## src/nfbs_ram.sv

```systemverilog
`timescale 1ns / 1ps
// nfbs_ram: generic single-write, single-read ram with registered read data
// no dependencies

module nfbs_ram #(
  parameter int unsigned WIDTH = 8,
  parameter int unsigned DEPTH = 16
) (
  input  logic                                         clk_i,
  input  logic                                         we_i,
  input  logic [((DEPTH > 1) ? $clog2(DEPTH) : 1)-1:0] waddr_i,
  input  logic [WIDTH-1:0]                             wdata_i,
  input  logic [((DEPTH > 1) ? $clog2(DEPTH) : 1)-1:0] raddr_i,
  output logic [WIDTH-1:0]                             rdata_o
);

  logic [WIDTH-1:0] mem_q [DEPTH];
  logic [WIDTH-1:0] rdata_q;

  always_ff @(posedge clk_i) begin
    if (we_i) begin
      mem_q[waddr_i] <= wdata_i;
    end
    rdata_q <= mem_q[raddr_i];
  end

  assign rdata_o = rdata_q;

endmodule

```

## config.mk

```make
export PLATFORM = sky130hd
export DESIGN_NAME = nfbs_ram
export DESIGN_NICKNAME = d
export VERILOG_FILES = /design/src/nfbs_ram.sv
export SDC_FILE = /design/constraint.sdc
export NUM_CORES = 1
export LEC_CHECK = 0
export ABC_AREA = 1
export BUFFER_PORTS_ARGS = -buffer_cell sky130_fd_sc_hd__buf_2
export CAP_MARGIN = 20
export CORE_UTILIZATION = 53
export CTS_CLUSTER_DIAMETER = 60
export DETAILED_ROUTE_END_ITERATION = 7
export MAX_ROUTING_LAYER = met4
export PLACE_DENSITY = 0.75
export SYNTH_ARGS = -nofsm -noshare
export SYNTH_HDL_FRONTEND = slang
export SYNTH_SLANG_ARGS = --single-unit
export TNS_END_PERCENT = 5
```

## constraint.sdc

```tcl
create_clock -name clk_i -period 1.39 [get_ports clk_i]
set_clock_uncertainty 0.05 [all_clocks]
set_input_delay 0.139 -clock clk_i [delete_from_list [all_inputs] [get_ports clk_i]]
set_output_delay 0.139 -clock clk_i [all_outputs]
set_load 0.005 [all_outputs]
```

# After elaboration in Yosys (flattened, before gate mapping)
# Memories as Yosys holds them, arrays and structs flattened. A register that Yosys moved wholly into a read port is not among the register bits.
# Cells that the tools add are included.
# word_totals
ff_bits	0
ram_bits	128
input_bits	18
output_inout_bits	8
mem_count	1
wordCells	3
# mem_list
memory	words	width	read_ports	rd_clocked_by_memory_dff	write_ports	line_no	text
mem_q	16	8	1	1	1	17	logic [WIDTH-1:0] mem_q [DEPTH];
# op_classes
mux	2
# ops
op	n
$mux W1	2

# Longest topological paths before layout
# depth
depth_word	2
ltp_mapped	8
depth_no_buf	7

# Worst setup path before layout
# OpenSTA, ideal clock, no wires.
# synth_path
path_type	input port to flip-flop
from	input waddr_i[2] in the netlist's numbering
to	memory mem_q[10][0] (enable)
setup_slack_ns	0.250
path_stages	2
arrival_time_ns	0.720
t_required_ns	0.970
setup_ns	0.370
n_path_buf	0
path_cell_list	nand3b_1 > nor2_1
# synth_rtl
element	line_no	text
start: declaration	11	input logic [((DEPTH > 1) ? $clog2(DEPTH) : 1)-1:0] waddr_i,
end: declaration	17	
# No word-level cell before the write port.

# Worst setup path in the final report
# layout_path
from	register rdata_q[7], in the netlist rdata_o[7], read port of mem_q
to	output rdata_o[7]
# layout_rtl
element	line_no	text
start: declaration	18	logic [WIDTH-1:0] rdata_q;
end: declaration	14	output logic [WIDTH-1:0] rdata_o
# No word-level cell between the ends.

==> results.cfg <==
[placed_design]
dp_hpwl_mm = 7.79
gp_congestion = 0.888
numPortBuffers = 25
placed_area_sq_um = 6140
dp_cells = 716

[yosys]
ys_async_sr_fraction = 0
synth_flop_cell = edfxtp_1
yosys_warnings = 0
ys_types = 12
synth_fp_nets = 569
yosysMostFrequentCell = nand2_1
syn_avg_cell_area_sq_um = 10.5
synth_edf_count = 128
ys_top_cells_by_area = edfxtp_1, nand2_1, nand3_1, inv_1, dfxtp_1
syn_area_sq_um = 5770
yosysSeqAreaShare = 0.694
synth_top_area_cell = edfxtp_1
ys_seq_elements = 136
post-synth-top-area-fraction = 0.667
synthTopCellsByCount = nand2_1, edfxtp_1, inv_1
synthCells = 551

[critical_path]
r2r_slack_ns = 0.30
required_ns = 1.20
worstPathArrival_ns = 0.97
crit_cells = 1
cp_top_family = flip-flops
cp_max_fo = 1
crit_chain = buf_2
r2r-start = mem_q[1][2]$_DFFE_PP_
cp-endpoint = rdata_o[7]
cp.buffers_inverters = 1
end_kind = output pin
slowest_stage = dfxtp_1
critPathMaxStageDelay_ns = 0.34
r2r_cells = 6
r2r-end = rdata_o[2]$_DFF_P_
path_class = register to output pin
startpoint_type = register
startpoint = rdata_o[7]$_DFF_P_

[power_and_ir_drop]
power_switching_uw = 2040
pwr-share-seq = 0.466
p_int_uw = 7860
p_leak_uw = 0.00300
comb_power_share = 0.059
power_uw = 9900
p_per_area_nw_per_um2 = 1450
ir_drop_mv = 0.855
switching_share = 0.206
p_clk_frac = 0.475

[cells_and_area]
num-nets-final = 623
diodes = 0
syn_to_final_growth_pct = 18.4
fill_cells = 815
final_cell_area_sq_um = 6830
stdcell_count = 754
layout-drive-gt1-share = 0.134

[floorplan]
die_h_um = 106
die_w_um = 106
initial_utilization = 0.554
rows = 37
die_area_sq_um = 11300
coreArea_sq_um = 10400
ios = 26

[detailed_routing]
routed_wl_mm = 12.5
ant_nets = 0
vias = 3896
drtPass1Iterations = 4
drc = 0
avgViaCountPerCell = 5.17
drtIter0Drc = 242
wire_per_inst_um = 16.5

[cts]
path_clk_slew_ns = 0.06
numCtsBuffers = 17
worstSkewPairLatency_ns = 0.52
clk_path_buf_depth = 2
post-cts-setup-buffers = 0
htreeDepth = 4
cts_tree = built
clockRootBuffer = clkbuf_8
clkSinkCount = 136

[timing]
final_hold_viol_count = 11
tightest_slew_ns = 0.375
period_minus_slack_ns = 1.16
totalNegativeSetupSlack_ns = 0
maxSlewViolCount = 0
rsz0062_at_grt = false
setup_viol = 0
min_period_over_period = 0.833
max_slew_margin = 0.750
fin_hold_ws_ns = -0.00730
fmax_mhz = 863

[global_route]
grtUsageMet3 = 0.0429
grtUsageMet2 = 0.409
antenna_found_initial = 0
track_usage = 0.254
grt_pass1_vias = 3904
gr-total-overflow = 0
use_met1 = 0.315
gr-max-usage-layer = met2
grt_max_degree = 41
grt_pass1_wl_mm = 20.1

[hold_path]
hp-class = input pin to register

[run_status]
failed_checks = negative hold slack
status = finished with violations

[job]
drv_cap = 0
cells in the final DEF, fill, tap and decap left out, types with 3 or more instances in the layout:
| cell type | count |
|---|---|
| buf_12 | 3 |
| buf_2 | 25 |
| buf_4 | 25 |
| bufinv_16 | 5 |
| clkbuf_16 | 16 |
| dfxtp_1 | 8 |
| dlygate4sd3_1 | 6 |
| edfxtp_1 | 128 |
| inv_1 | 100 |
| nand2_1 | 173 |
| nand3_1 | 97 |
| nor2_1 | 17 |
repair_timing:
item                       in CTS  in global routing
hold endpoints to repair       63                  0
hold buffers                    6                  0
setup endpoints to repair       0                  0
resized for setup               0                  0
final cells by class:
cell class / count / area (sq um) / area share
Clock buffer: 19 / 422 / 0.0618
Clock inverter: 13 / 201 / 0.0295
Inverter: 102 / 383 / 0.0561
Multi-Input combinational cell: 289 / 1210 / 0.178
Sequential cell: 136 / 4000 / 0.587
Tap cell: 136 / 170 / 0.0249
Timing Repair Buffer: 59 / 433 / 0.0634
cell families after synthesis:
logic type / share of synthesized area
simple gates: 0.210
flops: 0.694
buf+inv: 0.0952
registers in the layout (all words and copies together) (netlist names):
signal / flops
mem_q: 128
rdata_o: 8
stage by stage:
stage	utilization	worst slack, ns
final	0.655	0.231
after global routing	0.655	0.204
after CTS	0.655	0.208
after detailed placement	0.590	0.127
after global placement	0.590	0.149
after floorplan	-	0.250
worst min path at each step:
stage                       startpoint                endpoint  depth (start not counted)
global placement    rdata_o[2]$_DFF_P_              rdata_o[2]                          1
floorplan                   wdata_i[0]   mem_q[0][0]$_DFFE_PP_                          0
global route                wdata_i[1]  mem_q[15][1]$_DFFE_PP_                          1
finish                      wdata_i[1]   mem_q[5][1]$_DFFE_PP_                          1
detailed placement  rdata_o[2]$_DFF_P_              rdata_o[2]                          1
CTS                         wdata_i[6]  mem_q[10][6]$_DFFE_PP_                          1
layer usage:
layer | wire, um | up-vias
li1 | - | 1883
met1 | 4920 | 1849
met2 | 6450 | 144
met3 | 814 | 20
met4 | 284 | 0
met5 | 0 | -
power groups by stage:
stage	Combinational (uW)	Clock (uW)	Sequential [uW]
2_1_floorplan	323	0	4690
3_3_place_gp	551	0	4700
3_5_place_dp	564	0	4700
4_1_cts	586	4760	4610
5_1_grt	652	4930	4620
6_report	582	4710	4610
(Power assumes the default switching activity.)
